===== config.mk =====
export PLATFORM = sky130hd
export DESIGN_NAME = wme_window
export DESIGN_NICKNAME = d
export VERILOG_FILES = /design/src/rtl/core/wme_pkg.sv /design/src/rtl/core/wme_window.sv
export SDC_FILE = /design/constraint.sdc
export NUM_CORES = 1
export LEC_CHECK = 0
export BUFFER_PORTS_ARGS = -buffer_cell sky130_fd_sc_hd__buf_2
export CAP_MARGIN = 20
export CORE_UTILIZATION = 45
export CTS_CLUSTER_SIZE = 8
export DETAILED_ROUTE_END_ITERATION = 6
export HOLD_SLACK_MARGIN = 0.03
export PLACE_DENSITY = 0.73
export SYNTH_ARGS = -nofsm -noshare
export SYNTH_HDL_FRONTEND = slang
export SYNTH_SLANG_ARGS = --single-unit

===== constraint.sdc =====
create_clock -name clk_i -period 2.2 [get_ports clk_i]
set_input_delay 0.11 -clock clk_i [delete_from_list [all_inputs] [get_ports clk_i]]
set_output_delay 0.11 -clock clk_i [all_outputs]
set_load 0.1 [all_outputs]

===== src/rtl/core/wme_pkg.sv =====
package wme_pkg;

  localparam int unsigned SampleWidth = 16;
  localparam int unsigned MomentWidth = 64;
  localparam int unsigned CountWidth = 32;
  localparam int unsigned OrderWidth = 3;
  localparam int unsigned AccWidth = 98;
  localparam int unsigned LenWidth = 7;
  localparam int unsigned CfgIdxWidth = 2;

  localparam logic [CfgIdxWidth-1:0] CfgMomentsInUse = 2'd0;
  localparam logic [CfgIdxWidth-1:0] CfgWindowLength = 2'd1;

  localparam logic [MomentWidth-1:0] MomentMax = {1'b0, {(MomentWidth-1){1'b1}}};
  localparam logic [MomentWidth-1:0] MomentMin = {1'b1, {(MomentWidth-1){1'b0}}};

  typedef logic signed [AccWidth-1:0] acc_t;

endpackage


===== src/rtl/core/wme_window.sv =====
module wme_window import wme_pkg::*; #(
  parameter int unsigned Depth = 64,
  parameter int unsigned AddrWidth = 6
) (
  input  logic                   clk_i,
  input  logic                   we_i,
  input  logic [AddrWidth-1:0]   waddr_i,
  input  logic [SampleWidth-1:0] wdata_i,
  input  logic [AddrWidth-1:0]   raddr_i,
  output logic [SampleWidth-1:0] rdata_o
);

  logic [SampleWidth-1:0] mem [Depth];
  logic [SampleWidth-1:0] rdata_q;

  always_ff @(posedge clk_i) begin
    if (we_i) begin
      mem[waddr_i] <= wdata_i;
    end
    rdata_q <= mem[raddr_i];
  end

  assign rdata_o = rdata_q;

endmodule


==> impl_metrics.env, run 1 <==
export IMPL_timing_slew_headroom=0.398
export IMPL_synth_xor_area_frac=0
export IMPL_yosysTopAreaCell="edfxtp_1"
export IMPL_area_growth_pct=18.3
export IMPL_rrSetupSlack_ns=0.004
export IMPL_cts_root_buf="clkbuf_16"
export IMPL_io_buffers=45
export IMPL_yosysMostFrequentCell="edfxtp_1"
export IMPL_critPathRequiredTime_ns=2.78
export IMPL_drive_gt1_frac=0.315
export IMPL_fp_dieH_um=300
export IMPL_dr_pass1_iters=5
export IMPL_hpwl_um=58300
export IMPL_crit_path_start_kind="flip-flop"
export IMPL_maxCapViolations=0
export IMPL_critPathMaxFanout=1
export IMPL_clock_latency_ns=0.72
export IMPL_initialDrtViolationCount=2470
export IMPL_seq_area_frac_synth=0.776
export IMPL_htreeDepth=4
export IMPL_power_total_uw=44600
export IMPL_synth_simple_gate_area_frac=0.0265
export IMPL_grt_overflow=0
export IMPL_synthFlopType="edfxtp_1"
export IMPL_period_minus_slack_ns=2.20
export IMPL_viasPerCell=6.02
export IMPL_crit_arrival_ns=2.78
export IMPL_status="complete, no violations"
export IMPL_hold_class="input port to flip-flop"
export IMPL_cts_setup_buffers=0
export IMPL_clk_pin_slew_ns=0.05
export IMPL_dieArea_mm2=0.0902
export IMPL_numCtsBuffers=147
export IMPL_io_pins=46
export IMPL_die_width_um=300
export IMPL_async_flop_share=0
export IMPL_rsz0062_at_grt="false"
export IMPL_nets=2193
export IMPL_wl_um=96700
export IMPL_synthCells=1829
export IMPL_synth_edff_count=1024
export IMPL_cts_tree="done"
export IMPL_dp_cells=3164
export IMPL_syn_area_per_cell_um2=21.9
export IMPL_critPathCaptureType="flip-flop"
export IMPL_synth_cell_type_count=43
export IMPL_drc=0
export IMPL_antenna_found_initial=6
export IMPL_synth_compound_area_frac=0.0241
export IMPL_placed_area_mm2=0.0432
export IMPL_powerDensity_mw_per_mm2=942
export IMPL_regArea_mm2=0.0311
export IMPL_pre_cts_slack_ns=-0.217
export IMPL_cts_path_max_buffers=3
export IMPL_synth_fa_ha_area_frac=0
export IMPL_crit_chain="mux4_2, mux2i_1, a22oi_1, a31oi_1, a311oi_1"
export IMPL_row_count=109
export IMPL_worst_clock_skew_ns=0.0184
export IMPL_routedWlPerCell_um=28.7
export IMPL_core_area_mm2=0.0882
export IMPL_grt_pass1_wl_um=141000
export IMPL_antenna_left=0
export IMPL_yosys_warnings=0
export IMPL_slowest_stage="mux4_2"
export IMPL_tightest_slew_ns=0.903
export IMPL_synth_fp_nets=1859
export IMPL_max_freq_mhz=455
export IMPL_yosysTopAreaCellShare=0.768
export IMPL_first_global_vias=21000
export IMPL_floorplan_initialDensity=0.454
export IMPL_multiInputGateArea_mm2=0.00826
export IMPL_yosys_top_cells_area="edfxtp_1 (77%), mux4_2 (12%), mux2i_1 (2.1%)"
export IMPL_syn_area_mm2=0.0400
export IMPL_grt_max_degree=65
export IMPL_synthMuxAreaShare=0.155
export IMPL_n_fill_cell=6382
export IMPL_synth_top_family_by_area="multiplexers"
export IMPL_period_share=0.998
export IMPL_peakVddDrop_v=0.000679
export IMPL_layoutNonFillerInstCount=3366
export IMPL_yosys_top_cells_count="edfxtp_1 (1,024), mux4_2 (220), mux2i_1 (85)"
export IMPL_drv_slew=0
export IMPL_clock_sinks=1040
export IMPL_gp_congestion=0.864
export IMPL_slowest_delay_ns=0.48
export IMPL_path_class="flip-flop to flip-flop"
export IMPL_static_leakage_power_uw=0.0154
export IMPL_ys_seq_elements=1040
export IMPL_setup_slack_ns=0.00363
export IMPL_setup_viol=0
export IMPL_grtUsageTotal=0.219
export IMPL_num_vias=20300
export IMPL_final_area_mm2=0.0474
export IMPL_finalHoldViolations=0
## path summary, 6_finish.rpt
path / startpoint / endpoint / cells after the start
worst max-delay path: mem[21][9] / rdata_o[9] / 5
worst min-delay path: wdata_i[10] / mem[0][10] / 1
worst max register to register: mem[21][9] / rdata_o[9] / 5
worst min register to register: mem[63][2] / rdata_o[2] / 5
## cells by family after synthesis
family                 count (synthesis)
muxes                                336
buffers and inverters                104
AOI/OAI and AO/OA                    129
DFF                                 1040
and+or+nand+nor                      220
## flip-flops by register name, indices dropped and copies added, names as in the netlist
name / count
mem: 1024
rdata_o: 16
## through the flow
step / hold slack [ns] / setup TNS (ns) / utilization
floorplan: 0.209 / 0 / -
CTS: 0.0341 / 0 / 0.537
global route: 0.0744 / 0 / 0.537
detailed placement: 0.487 / -1.28 / 0.489
finish: 0.0689 / 0 / 0.537
global placement: 0.451 / -0.723 / 0.489
## area by class of cell
class                   instances  share of cell area
flip-flops and latches       1040               0.656
diodes                          1           0.0000528
clock buffers                 172              0.0801
well taps                    1165              0.0308
repair buffers                289              0.0537
multi-input cells             685               0.174
clock inverters                14             0.00497
## critical path, delay by kind of cell, from the launching register on
kind | cells | cell delay (ns)
compound gates | 3 | 0.86
mux | 2 | 0.82
flops | 1 | 0.38
## report_power, final
group          switching (uW)  leakage (uW)  internal (uW)  total [uW]
registers                67.7       0.00935          22000       22100
logic                    1630       0.00414            945        2570
clock network            7910       0.00196          12100       20000
total                    9610        0.0154          35000       44600
## cell usage in the layout, fill, tap and decap left out, types with 24 or more instances in the layout
| cell type | n |
|---|---|
| edfxtp_1 | 1024 |
| mux4_2 | 220 |
| buf_4 | 195 |
| clkbuf_16 | 148 |
| mux2i_1 | 85 |
| nor2_1 | 72 |
| nand2_1 | 59 |
| buf_2 | 42 |
| a22oi_1 | 39 |
| buf_12 | 34 |
| nor2b_1 | 30 |
| mux2_2 | 27 |
| nand3_1 | 24 |
| clkbuf_1 | 24 |
## routing by layer
| layer | share of wire | track usage | vias up | wire length, um |
|---|---|---|---|---|
| li1 | - | - | 8322 | - |
| met3 | 0.096 | 0.0499 | 219 | 9260 |
| met4 | 0.036 | 0.0894 | 8 | 3500 |
| met5 | 0.00053 | 0 | - | 51 |
| met1 | 0.37 | 0.287 | 10600 | 36000 |
| met2 | 0.49 | 0.356 | 1128 | 47800 |
## timing repair
action,4_1_cts,5_1_grt
endpoints found under the hold margin,414,0
endpoints found under the setup margin,1,0
hold buffers,15,0
resized for setup,1,0
No activity file was read; power rests on OpenSTA's default activity.
==> inputs of run 2 (changes only) <==
Settings changed: BUFFER_PORTS_ARGS -buffer_cell sky130_fd_sc_hd__buf_2 to -buffer_cell sky130_fd_sc_hd__buf_4.
==> impl_metrics.env, run 2 (synthesis results as in run 1) <==
export IMPL_cts_root_buf="clkbuf_16"
export IMPL_period_minus_slack_ns=2.25
export IMPL_tightest_slew_ns=1.03
export IMPL_hp_start="we_i"
export IMPL_antenna_found_initial=8
export IMPL_p_sw_uw=9480
export IMPL_whs_endpoint="mem[23][6]"
export IMPL_r2r_end="rdata_o[9]"
export IMPL_static_leakage_power_uw=0.0153
export IMPL_largest_reg_flops=1024
export IMPL_dieArea_mm2=0.0902
export IMPL_grt_max_degree=65
export IMPL_clkPwrFrac=0.449
export IMPL_max_freq_mhz=445
export IMPL_initialDrtViolationCount=2301
export IMPL_final_area_mm2=0.0472
export IMPL_floorplan_initialDensity=0.454
export IMPL_setup_slack_ns=-0.0451
export IMPL_swShare=0.212
export IMPL_drv_slew=0
export IMPL_tns_ns=-0.0451
export IMPL_layout_common_cells="edfxtp_1 (1,024), mux4_2 (220), buf_4 (208)"
export IMPL_slowest_stage="mux4_2"
export IMPL_rrSetupSlack_ns=-0.05
export IMPL_period_share=1.02
export IMPL_combPwrFrac=0.057
export IMPL_path_class="flip-flop to flip-flop"
export IMPL_grt_overflow=0
export IMPL_setup_viol=1
export IMPL_intPower_uw=35200
export IMPL_critPathCaptureType="flip-flop"
export IMPL_finalHoldViolations=0
export IMPL_htreeDepth=4
export IMPL_placed_area_mm2=0.0430
export IMPL_viasPerCell=5.98
export IMPL_rsz0062_at_grt="false"
export IMPL_num_vias=20000
export IMPL_power_total_uw=44700
export IMPL_critPathRequiredTime_ns=2.78
export IMPL_worst_clock_skew_ns=0.0195
export IMPL_regMostFlops="mem"
export IMPL_cts_tree="done"
export IMPL_first_global_vias=20900
export IMPL_die_width_um=300
export IMPL_r2r_cells=7
export IMPL_drc=0
export IMPL_hold_class="input port to flip-flop"
export IMPL_drive_gt1_frac=0.303
export IMPL_r2r_start="mem[6][9]"
export IMPL_crit_arrival_ns=2.83
export IMPL_path_common_cell="buf_4"
export IMPL_dr_pass1_iters=5
export IMPL_seqPwrFrac=0.494
export IMPL_wl_um=94900
export IMPL_core_area_mm2=0.0882
export IMPL_grtUsageTotal=0.215
export IMPL_cts_setup_buffers=0
export IMPL_routedWlPerCell_um=28.3
export IMPL_powerDensity_mw_per_mm2=947
export IMPL_critPathMaxFanout=1
export IMPL_nets=2165
export IMPL_grt_pass1_wl_um=139000
export IMPL_hold_depth=4
export IMPL_row_count=109
export IMPL_cts_path_max_buffers=3
export IMPL_io_pins=46
export IMPL_io_buffers=45
export IMPL_antenna_left=0
export IMPL_clock_latency_ns=0.73
export IMPL_crit_chain="mux4_2, mux2i_2, buf_4, a22oi_1, a31oi_2, buf_4, a311oi_1"
export IMPL_slowest_delay_ns=0.49
export IMPL_peakVddDrop_v=0.000803
export IMPL_numCtsBuffers=147
export IMPL_clk_pin_slew_ns=0.05
export IMPL_crit_path_start_kind="flip-flop"
export IMPL_area_growth_pct=18.0
export IMPL_clock_sinks=1040
export IMPL_fp_dieH_um=300
export IMPL_violations="negative setup slack"
export IMPL_pre_cts_slack_ns=-0.329
export IMPL_timing_slew_headroom=0.310
export IMPL_layout_commonest_cell="edfxtp_1"
export IMPL_status="complete, but fails checks"
export IMPL_maxCapViolations=0
export IMPL_hpwl_um=55900
export IMPL_gp_congestion=0.863
export IMPL_fin_util=0.535
run 2: cell count changes in the layout (fill, tap and decap cells not counted), moves of 3 or more:
| cell | change |
|---|---|
| buf_2 | -42 |
| buf_4 | +13 |
| clkbuf_1 | +6 |
| diode_2 | +6 |
| dlygate4sd3_1 | +6 |
| buf_12 | -5 |
| clkbuf_16 | +4 |
| clkinv_16 | -3 |
run 2: per-layer routing:
layer / up-vias / routed length (um) / track usage
li1: 8273 / - / -
met1: 10500 / 35700 / 0.281
met2: 1046 / 46000 / 0.339
met3: 208 / 9730 / 0.0607
met4: 10 / 3410 / 0.0920
met5: - / 172 / 0.00899
run 2: power groups by stage:
stage,combinational [uW],sequential [uW],clock (uW)
detailed placement,2510,22400,0
global placement,2460,22400,0
floorplan,1140,22700,0
CTS,2560,22100,20400
finish,2560,22100,20100
global route,2670,22100,21100
run 2: how the worst max path moves through the flow:
stage | from | end | depth (start not counted)
floorplan | waddr_i[3] | mem[48][0] | 4
global placement | raddr_i[0] | rdata_o[9] | 9
detailed placement | raddr_i[0] | rdata_o[9] | 9
CTS | mem[2][9] | rdata_o[9] | 7
global route | mem[7][9] | rdata_o[9] | 7
finish | mem[6][9] | rdata_o[9] | 7
run 2: layout make-up:
class / instances / area [um^2]
diodes: 7 / 17.5
well taps: 1165 / 1460
clock inverters: 10 / 118
multi-input cells: 685 / 8260
flip-flops and latches: 1040 / 31100
clock buffers: 182 / 3920
fillers: 6449 / 41000
repair buffers: 261 / 2390
run 2: stage by stage:
stage               cells  hold WS, ns
global route         3343        0.174
finish               3350        0.179
floorplan            1829        0.209
global placement     3130        0.613
CTS                  3343        0.129
detailed placement   3130        0.613
run 2: worst max-delay path: cells and delay by family, from the launching register on:
family,cells,cell delay [ns]
buf+inv,2,0.36
mux,2,0.77
flops,1,0.35
compound gates,3,0.64
run 2: repair_timing:
action,CTS,global route
setup endpoints to repair,1,0
resized for setup,2,0
endpoints found under the hold margin,1066,0
hold buffers,21,0
