<file path="config.mk">
export PLATFORM = sky130hd
export DESIGN_NAME = wme_divider
export DESIGN_NICKNAME = d
export VERILOG_FILES = /design/src/rtl/core/wme_pkg.sv /design/src/rtl/core/wme_divider.sv
export SDC_FILE = /design/constraint.sdc
export NUM_CORES = 1
export LEC_CHECK = 0
export BUFFER_PORTS_ARGS = -buffer_cell sky130_fd_sc_hd__buf_2
export CORE_MARGIN = 2
export CORE_UTILIZATION = 50
export DETAILED_ROUTE_END_ITERATION = 10
export PLACE_DENSITY_LB_ADDON = 0.15
export SLEW_MARGIN = 10
export SYNTH_ARGS = -nofsm -noshare
export SYNTH_HDL_FRONTEND = slang
export SYNTH_SLANG_ARGS = --single-unit
</file>
<file path="constraint.sdc">
create_clock -name clk_i -period 10 [get_ports clk_i]
set_input_delay 2 -clock clk_i [delete_from_list [all_inputs] [get_ports clk_i]]
set_output_delay 2 -clock clk_i [all_outputs]
set_load 0.05 [all_outputs]
</file>
<file path="src/rtl/core/wme_pkg.sv">
package wme_pkg;

  localparam int unsigned SampleWidth = 16;
  localparam int unsigned MomentWidth = 64;
  localparam int unsigned CountWidth = 32;
  localparam int unsigned OrderWidth = 3;
  localparam int unsigned AccWidth = 98;
  localparam int unsigned LenWidth = 7;
  localparam int unsigned CfgIdxWidth = 2;

  localparam logic [CfgIdxWidth-1:0] CfgMomentsInUse = 2'd0;
  localparam logic [CfgIdxWidth-1:0] CfgWindowLength = 2'd1;

  localparam logic [MomentWidth-1:0] MomentMax = {1'b0, {(MomentWidth-1){1'b1}}};
  localparam logic [MomentWidth-1:0] MomentMin = {1'b1, {(MomentWidth-1){1'b0}}};

  typedef logic signed [AccWidth-1:0] acc_t;

endpackage

</file>
<file path="src/rtl/core/wme_divider.sv">
module wme_divider import wme_pkg::*; (
  input  logic                   clk_i,
  input  logic                   rst_ni,
  input  logic                   start_i,
  input  acc_t                   dividend_i,
  input  logic [CountWidth-1:0]  divisor_i,
  output logic                   done_o,
  output logic [MomentWidth-1:0] quotient_o
);

  localparam int unsigned CntWidth = $clog2(AccWidth + 1);

  logic                  busy_q, busy_d, done_q, done_d, neg_q, neg_d;
  logic [CntWidth-1:0]   cnt_q, cnt_d;
  logic [AccWidth-1:0]   dvd_q, dvd_d;
  logic [CountWidth-1:0] rem_q, rem_d, div_q, div_d;
  logic [CountWidth:0]   rem_t;
  logic                  qbit;
  logic                  ovf;

  always_comb begin
    rem_t = {rem_q, dvd_q[AccWidth-1]};
    qbit = (rem_t >= {1'b0, div_q});
    busy_d = busy_q;
    done_d = 1'b0;
    neg_d = neg_q;
    cnt_d = cnt_q;
    dvd_d = dvd_q;
    rem_d = rem_q;
    div_d = div_q;
    if (start_i) begin
      busy_d = 1'b1;
      neg_d = dividend_i[AccWidth-1];
      dvd_d = dividend_i[AccWidth-1] ? AccWidth'(-dividend_i) : dividend_i;
      rem_d = '0;
      div_d = divisor_i;
      cnt_d = '0;
    end else if (busy_q) begin
      rem_d = qbit ? CountWidth'(rem_t - {1'b0, div_q}) : rem_t[CountWidth-1:0];
      dvd_d = {dvd_q[AccWidth-2:0], qbit};
      cnt_d = cnt_q + 1'b1;
      if (cnt_q == CntWidth'(AccWidth - 1)) begin
        busy_d = 1'b0;
        done_d = 1'b1;
      end
    end
  end

  always_ff @(posedge clk_i or negedge rst_ni) begin
    if (!rst_ni) begin
      busy_q <= 1'b0;
      done_q <= 1'b0;
      cnt_q <= '0;
    end else begin
      busy_q <= busy_d;
      done_q <= done_d;
      cnt_q <= cnt_d;
    end
  end

  always_ff @(posedge clk_i) begin
    neg_q <= neg_d;
    dvd_q <= dvd_d;
    rem_q <= rem_d;
    div_q <= div_d;
  end

  always_comb begin
    ovf = (dvd_q[AccWidth-1:MomentWidth] != '0);
    if (neg_q) begin
      if (ovf || dvd_q[MomentWidth-1:0] > MomentMin) quotient_o = MomentMin;
      else quotient_o = -dvd_q[MomentWidth-1:0];
    end else begin
      if (ovf || dvd_q[MomentWidth-1:0] > MomentMax) quotient_o = MomentMax;
      else quotient_o = dvd_q[MomentWidth-1:0];
    end
  end

  assign done_o = done_q;

endmodule

</file>
==> out/metrics.cfg, run 1 <==
[clock_network]
numCtsBuffers = 17
postCtsHoldBufs = 0
cts.clk_slew.worst_paths_ns = 0.08
clk_latency_ns = 0.44
cts_resized = 0
cts_tree = yes
cts-root-buf = clkbuf_16
clockBufferDepth = 2
htree_levels = 4
post_cts_buffers = 0
cts.sinks = 172

[timing]
hold_violations = 0
relSlewSlack_pct = 18.6
tightest_slew_ns = 1.22
setup_viol = 0
max_freq_mhz = 124
timing.final.crit_period_ns = 8.09
fin_skew_ns = 0.0207
fin_tns_setup_ns = 0
rsz0062_at_grt = false
slew_viol_final = 0
period_share_pct = 80.9

[routing]
drc_errors = 0
via_per_inst = 6.23
dr.first_iter.drc_count = 1185
final_antenna_net_count = 0
dr.pass1.iters = 5
vias = 12900
routed_wl_mm = 39.1
wl_per_cell_um = 18.9

[finish]
fillCellCount = 2403
stdcell_count = 2065
layout_commonest_cell = buf_2
regArea_um2 = 4800
drive_gt1_share_pct = 15.9
num-nets-final = 1883
multi_input_area_um2 = 7630
final_cell_mix = buf_2, nor2_1, nand2_1, a21oi_1, edfxtp_1
area_delta_synth_final_pct = 13.0

[critical_path]
cp_cell_sequence = nor4_1, nand3_1, or4_1, o31ai_2, buf_4, and2_1, nand2_2, o311ai_0, buf_2
critPathKind = reg -> out
worst_path_max_delay_cell = nor4_1
crit_fanout = 47
endpoint_kind = output port
cp-start-kind = register
crit_buf_inv = 2
max_stage_delay_ns = 0.98
critical_path_arrival_ns = 6.09
crit_family = simple AND/OR/NAND/NOR gates
worstPathRequired_ns = 8.00

[synthesis]
yosysTopAreaCell = edfxtp_1
synth-compound-area-share_pct = 23.3
async_flop_share_pct = 5.23
synthSimpleGateAreaFrac_pct = 23.0
synth_cell_types = 75
synthMuxAreaShare_pct = 0.249
yosysWarnings = 0
synth.top_cells.by_area = edfxtp_1, xor2_1, a21oi_1, nor2_1, dfxtp_1
synth_top_family_by_area = compound AO/OA/AOI/OAI gates
synth_top_area_share_pct = 30.1
synth_fp_nets = 1756
synth_edf_count = 131
synth_fa_ha_area_share_pct = 3.59
synth_cells = 1586
syn_area_um2 = 13100
synth_xor_area_share_pct = 8.17
avgSynthCellArea_um2 = 8.25
ys_ff_latch = 172
yosysSeqAreaShare_pct = 36.7
synth_ff_type = edfxtp_1

[global_routing]
grt_usage_pct = 27.5
overflow = 0
grt_max_degree = 100
antenna_found_initial = 4
grt_pass1_vias = 11700
grt_pass1_wl_mm = 61.8

[die]
start_util_pct = 50.5
core.rowCount = 59
io_pins = 198
die_w_um = 166
dieArea_um2 = 27500
coreArea_um2 = 25900
die_h_um = 166

[power]
p_int_uw = 1340
pwr-share-clk_pct = 34.1
switching_share_pct = 34.5
power_frac_seq_pct = 44.8
ir_worst_vdd_mv = 0.0972
power_leakage_uw = 0.00566
power_density_nw_per_um2 = 138
p_switching_uw = 703
combPwrFrac_pct = 21.1

[run_status]
status = completed

[placed_design]
dp_hpwl_mm = 28.1
dp_cells = 2029
gp_congestion = 0.930
numPortBuffers = 197

[worst_hold_path]
hold_class = reg -> reg

[job]
maxCapViolCount = 0

synthesized netlist by cell type (10+ instances only):
| cell type | number |
|---|---|
| or3_1 | 31 |
| nor3_1 | 48 |
| inv_1 | 60 |
| o311ai_1 | 25 |
| nand4_1 | 25 |
| clkbuf_1 | 86 |
| edfxtp_1 | 131 |
| o41ai_1 | 15 |
| a21oi_1 | 151 |
| nand3_1 | 29 |
| o31ai_1 | 31 |
| dfxtp_1 | 32 |
| or4_1 | 26 |
| nand2b_1 | 14 |
| nor4_1 | 40 |
| xor2_1 | 103 |
| ha_1 | 36 |
| o21ai_0 | 109 |
| a311oi_1 | 22 |
| and3_1 | 16 |
| xnor2_1 | 19 |
| o211ai_1 | 11 |
| o311ai_0 | 19 |
| a31oi_1 | 17 |
| and2_1 | 10 |
| nand2_1 | 155 |
| nor2_1 | 188 |
| or2_2 | 14 |
per-stage QoR:
stage	utilization, %	worst slack [ns]	hold slack [ns]	instance area (um2)	total power, uW
after floorplan	-	3.37	0.464	13100	1210
after CTS	57.0	2.24	0.505	14800	2040
final	57.1	1.91	0.502	14800	2040
after global routing	57.1	1.72	0.524	14800	2120
after detailed placement	54.7	2.73	0.492	14200	1350
after global placement	54.7	2.81	0.490	14200	1350
state kept, by name, summed over array words and instances, names as in the netlist:
register and cells:
div_q 32, dvd_q 98, busy_q 1, cnt_q 7, neg_q 1, done_o 1, rem_q 32
metal layers:
metal	track usage, %	part of all wire (%)	up-vias
met5	0	0	-
li1	-	-	6187
met2	44.8	47	580
met4	10.3	2.9	0
met3	4.53	8.4	69
met1	36.9	42	6038
area by class of cell:
class	instances	area share, %
tap	335	2.83
clock inverter	14	1.09
multi-input combinational	1252	51.6
inverter	61	1.56
timing repair buffer	209	7.33
antenna	4	0.0677
sequential	172	32.4
clock buffer	18	3.05
worst min-delay path: stages, from the launching register on:
cell and delay, ns:
dfxtp_1 0.33, nand2_1 0.06, a311oi_1 0.07
cell families after synthesis:
| family | after synthesis |
|---|---|
| simple gates | 622 |
| compound gates | 468 |
| mux | 3 |
| flops | 172 |
| xor+xnor | 122 |
| fa+ha+maj | 37 |
| buf+inv | 162 |
final timing paths:
kind / startpoint / end / slack [ns] / cells past startpoint
min reg2reg: rem_q[9] / rem_q[10] / 0.50 / 2
max in group asynchronous: rst_ni / cnt_q[0] / 8.44 / 1
min in group asynchronous: rst_ni / done_o / 1.39 / 1
max: dvd_q[9] / quotient_o[5] / 1.91 / 9
min: rem_q[9] / rem_q[10] / 0.50 / 2
max reg2reg: div_q[8] / rem_q[21] / 6.29 / 11
power groups by stage:
stage / logic (uW) / clock network [uW] / registers [uW]
floorplan: 308 / 0 / 901
global placement: 422 / 0 / 923
detailed placement: 425 / 0 / 926
CTS: 427 / 703 / 910
global route: 467 / 732 / 922
finish: 431 / 695 / 913
Power figures use the tool's default switching activity.
==> run 2, diff against run 1 <==
==> constraint.sdc (replaced) <==
create_clock -name clk_i -period 6.7 [get_ports clk_i]
set_input_delay 1.34 -clock clk_i [delete_from_list [all_inputs] [get_ports clk_i]]
set_output_delay 1.34 -clock clk_i [all_outputs]
set_load 0.05 [all_outputs]
==> out/metrics.cfg, run 2 (synthesis results as in run 1) <==
[timing]
fin_skew_ns = 0.0194
max_freq_mhz = 159
fin_tns_setup_ns = 0
slew_viol_final = 0
timing.final.crit_period_ns = 6.30
rsz0062_at_grt = false
setup_viol = 0
fin_ws_ns = 0.401
period_share_pct = 94.0
hold_violations = 0
relSlewSlack_pct = 20.4
tightest_slew_ns = 1.19

[finish]
largest_reg_flops = 98
fillCellCount = 2456
reg_top3 = dvd_q x98, div_q x32, rem_q x32
largest_register = dvd_q
num-nets-final = 1887
final_cell_mix = buf_2, nor2_1, nand2_1, a21oi_1, edfxtp_1
drive_gt1_share_pct = 16.1
area_delta_synth_final_pct = 13.2
multi_input_area_um2 = 7640
regArea_um2 = 4800
layout_commonest_cell = buf_2

[routing]
drc_errors = 0
routed_wl_mm = 38.4
via_per_inst = 6.17
dr.first_iter.drc_count = 1227
final_antenna_net_count = 0
vias = 12800
dr.pass1.iters = 6
wl_per_cell_um = 18.5

[die]
start_util_pct = 50.5
core.rowCount = 59
dieArea_um2 = 27500
coreArea_um2 = 25900
die_h_um = 166
die_w_um = 166
io_pins = 198

[clock_network]
numCtsBuffers = 17
clockBufferDepth = 2
cts.sinks = 172
cts_tree = yes
clk_latency_ns = 0.45
postCtsHoldBufs = 0
htree_levels = 4
cts-root-buf = clkbuf_16
cts.clk_slew.worst_paths_ns = 0.07

[global_routing]
grt_pass1_vias = 11700
overflow = 0
antenna_found_initial = 5
grt_max_degree = 99
grt_usage_pct = 27.1
grt_pass1_wl_mm = 61.0

[critical_path]
critical_path_arrival_ns = 4.96
critPathKind = reg -> out
worst_path_max_delay_cell = or4_1
endpoint_kind = output port
cp_cell_sequence = inv_1, ha_1, nor3b_1, nand2_1, or4_1, o31ai_4, and2_1, nand2_2, buf_4, o311ai_0, buf_2
crit_fanout = 42
crit_family = simple AND/OR/NAND/NOR gates
crit_buf_inv = 3
cp-start-kind = register
worstPathRequired_ns = 5.36
max_stage_delay_ns = 0.78

[power]
power_density_nw_per_um2 = 204
power_leakage_uw = 0.00568
ir_worst_vdd_mv = 0.147

[worst_hold_path]
hold_class = reg -> reg

[placed_design]
gp_congestion = 0.940
pre_cts_slack_ns = 0.773
dp_hpwl_mm = 27.8
numPortBuffers = 197

[job]
maxCapViolCount = 0

[run_status]
status = completed

[run 2: what timing repair did]
item                                    4_1_cts  5_1_grt
endpoints found under the setup margin        0       32
gates resized for setup                       0        1
setup buffers                                 0        0
[run 2: metal layers]
metal / GRT usage (%) / wire, um / up-vias
met3: 4.58 / 2810 / 74
met4: 10.1 / 1130 / 0
met5: 0 / 0 / -
li1: - / - / 6211
met2: 44.0 / 17800 / 536
met1: 36.7 / 16600 / 5960
[run 2: worst reg2reg max path, stage by stage (launching register included)]
cell,delay (ns)
edfxtp_1,0.33
inv_1,0.05
ha_1,0.37
and4_1,0.30
o21ai_0,0.17
a2111oi_0,0.50
and4b_1,0.29
o211ai_1,0.27
nand2_1,0.41
buf_4,0.37
a32o_1,0.28
a21o_1,0.16
[run 2: cell type report]
class / instances / area share [%]
antenna: 5 / 0.0844
clock buffer: 17 / 2.87
clock inverter: 15 / 1.17
inverter: 61 / 1.56
multi-input combinational: 1252 / 51.6
sequential: 172 / 32.4
tap: 335 / 2.83
timing repair buffer: 213 / 7.52
[run 2: power by group]
group | internal [uW] | total [uW] | switching [uW]
Combinational | 207 | 640 | 433
Sequential | 1260 | 1370 | 109
Clock | 506 | 1010 | 506
[run 2: path summary, 6_finish.rpt]
kind / startpoint / to / slack, ns / cells after the start
worst max-delay path: dvd_q[0] / quotient_o[54] / 0.40 / 11
worst min-delay path: rem_q[20] / rem_q[21] / 0.50 / 2
worst max register to register: div_q[7] / rem_q[19] / 3.10 / 11
worst min register to register: rem_q[20] / rem_q[21] / 0.50 / 2
max in group asynchronous: rst_ni / busy_q / 5.77 / 1
min in group asynchronous: rst_ni / done_o / 0.74 / 1
[run 2: metrics by stage]
stage / hold slack (ns) / instances / utilization, % / total power [uW] / cell area (um2)
global route: 0.529 / 2069 / 57.2 / 3150 / 14800
floorplan: 0.464 / 1586 / - / 1800 / 13100
global placement: 0.487 / 2033 / 54.8 / 2010 / 14200
CTS: 0.503 / 2065 / 57.1 / 3030 / 14800
finish: 0.501 / 2070 / 57.2 / 3020 / 14800
detailed placement: 0.493 / 2033 / 54.8 / 2020 / 14200
==> run 3, diff against run 2 <==
--- a/config.mk
+++ b/config.mk
@@ -6,6 +6,7 @@
 export NUM_CORES = 1
 export LEC_CHECK = 0
 export BUFFER_PORTS_ARGS = -buffer_cell sky130_fd_sc_hd__buf_2
+export CORE_ASPECT_RATIO = 0.8
 export CORE_MARGIN = 2
 export CORE_UTILIZATION = 50
 export DETAILED_ROUTE_END_ITERATION = 10
==> out/metrics.cfg, run 3 (synthesis results as in run 1) <==
[routing]
drc_errors = 0
wl_per_cell_um = 18.8
dr.first_iter.drc_count = 1457
vias = 13000
routed_wl_mm = 39.2
via_per_inst = 6.25
final_antenna_net_count = 0
dr.pass1.iters = 6

[clock_network]
cts-root-buf = clkbuf_16
numCtsBuffers = 17
clockBufferDepth = 2
postCtsHoldBufs = 0
post_cts_buffers = 0
htree_levels = 4
cts.clk_slew.worst_paths_ns = 0.07
clk_latency_ns = 0.45
cts.sinks = 172
cts_resized = 0
cts_tree = yes

[job]
maxCapViolCount = 0

[critical_path]
crit_fanout = 21
critical_path_arrival_ns = 4.75
critPathKind = reg -> out
cp-start-kind = register
endpoint_kind = output port
worstPathRequired_ns = 5.36
r2r_slack_ns = 2.85

[placed_design]
dp_hpwl_mm = 28.7
gp_congestion = 0.961
numPortBuffers = 197
dp_cells = 2053
placed_cell_area_um2 = 14200

[finish]
area_delta_synth_final_pct = 13.2
num-nets-final = 1891
final_area_um2 = 14800
reg_top3 = dvd_q x98, div_q x32, rem_q x32
layout_commonest_cell = buf_2
largest_reg_flops = 98
stdcell_count = 2086
largest_register = dvd_q
drive_gt1_share_pct = 16.2
final_cell_mix = buf_2, nor2_1, nand2_1, a21oi_1, edfxtp_1

[timing]
max_freq_mhz = 164
hold_violations = 0
setup_viol = 0
fin_tns_setup_ns = 0
rsz0062_at_grt = false
slew_viol_final = 0
period_share_pct = 90.9
fin_skew_ns = 0.0120
relSlewSlack_pct = 24.1
tightest_slew_ns = 1.14
timing.hold.ws_ns = 0.501
timing.final.crit_period_ns = 6.09

[global_routing]
antenna_found_initial = 1
grt_pass1_vias = 11800
grt_max_degree = 70
grt_usage_pct = 28.4
overflow = 0
grt_pass1_wl_mm = 62.0

[power]
power_density_nw_per_um2 = 202
power_leakage_uw = 0.00569
p_total_uw = 3000
ir_worst_vdd_mv = 0.204

[die]
coreArea_um2 = 25500
io_pins = 198
core.rowCount = 52
start_util_pct = 51.3
dieArea_um2 = 27500
die_w_um = 185
die_h_um = 149

[worst_hold_path]
hold_class = reg -> reg

[run_status]
status = completed

==> run 3: path summary, 6_finish.rpt <==
kind | startpoint | cells after the start | to
min in group asynchronous | rst_ni | 1 | cnt_q[4]
setup / recovery | dvd_q[31] | 9 | quotient_o[7]
setup reg to reg | div_q[7] | 11 | rem_q[21]
max in group asynchronous | rst_ni | 1 | cnt_q[2]
hold / removal | rem_q[3] | 2 | rem_q[4]
hold reg to reg | rem_q[3] | 2 | rem_q[4]
==> run 3: worst max-delay path, stage by stage, from the launching register on <==
cell	delay [ns]
edfxtp_1	0.45
or4_4	0.59
or4b_4	0.54
or4_1	0.59
o31ai_2	0.31
buf_4	0.22
and2_1	0.17
nand2_2	0.29
o311ai_0	0.76
buf_2	0.39
==> run 3: layer usage <==
layer,vias up,track usage [%],wire length [um]
met1,6138,43.5,18800
met4,2,8.81,959
met5,-,0,13
met2,598,39.2,15800
li1,6217,-,-
met3,76,6.49,3660
==> run 3: layout make-up <==
cell class,instances,area (um2)
clock inverter,9,56.3
sequential,172,4800
tap,351,439
multi-input combinational,1252,7630
clock buffer,23,509
antenna,1,2.50
timing repair buffer,217,1140
fill,2339,10700
inverter,61,231
==> run 3: through the flow <==
| stage | setup WS (ns) | utilization [%] |
|---|---|---|
| 2_1_floorplan | 0.732 | - |
| 3_3_place_gp | 1.21 | 55.9 |
| 3_5_place_dp | 1.15 | 55.9 |
| 4_1_cts | 0.635 | 58.1 |
| 5_1_grt | 0.345 | 58.1 |
| 6_report | 0.609 | 58.1 |
==> run 3: power breakdown <==
| part | switching, uW | internal (uW) | total (uW) | leakage [uW] |
|---|---|---|---|---|
| clock | 441 | 535 | 976 | 0.000283 |
| combinational | 444 | 208 | 651 | 0.00370 |
| sequential | 108 | 1260 | 1370 | 0.00170 |
| total | 992 | 2000 | 3000 | 0.00569 |
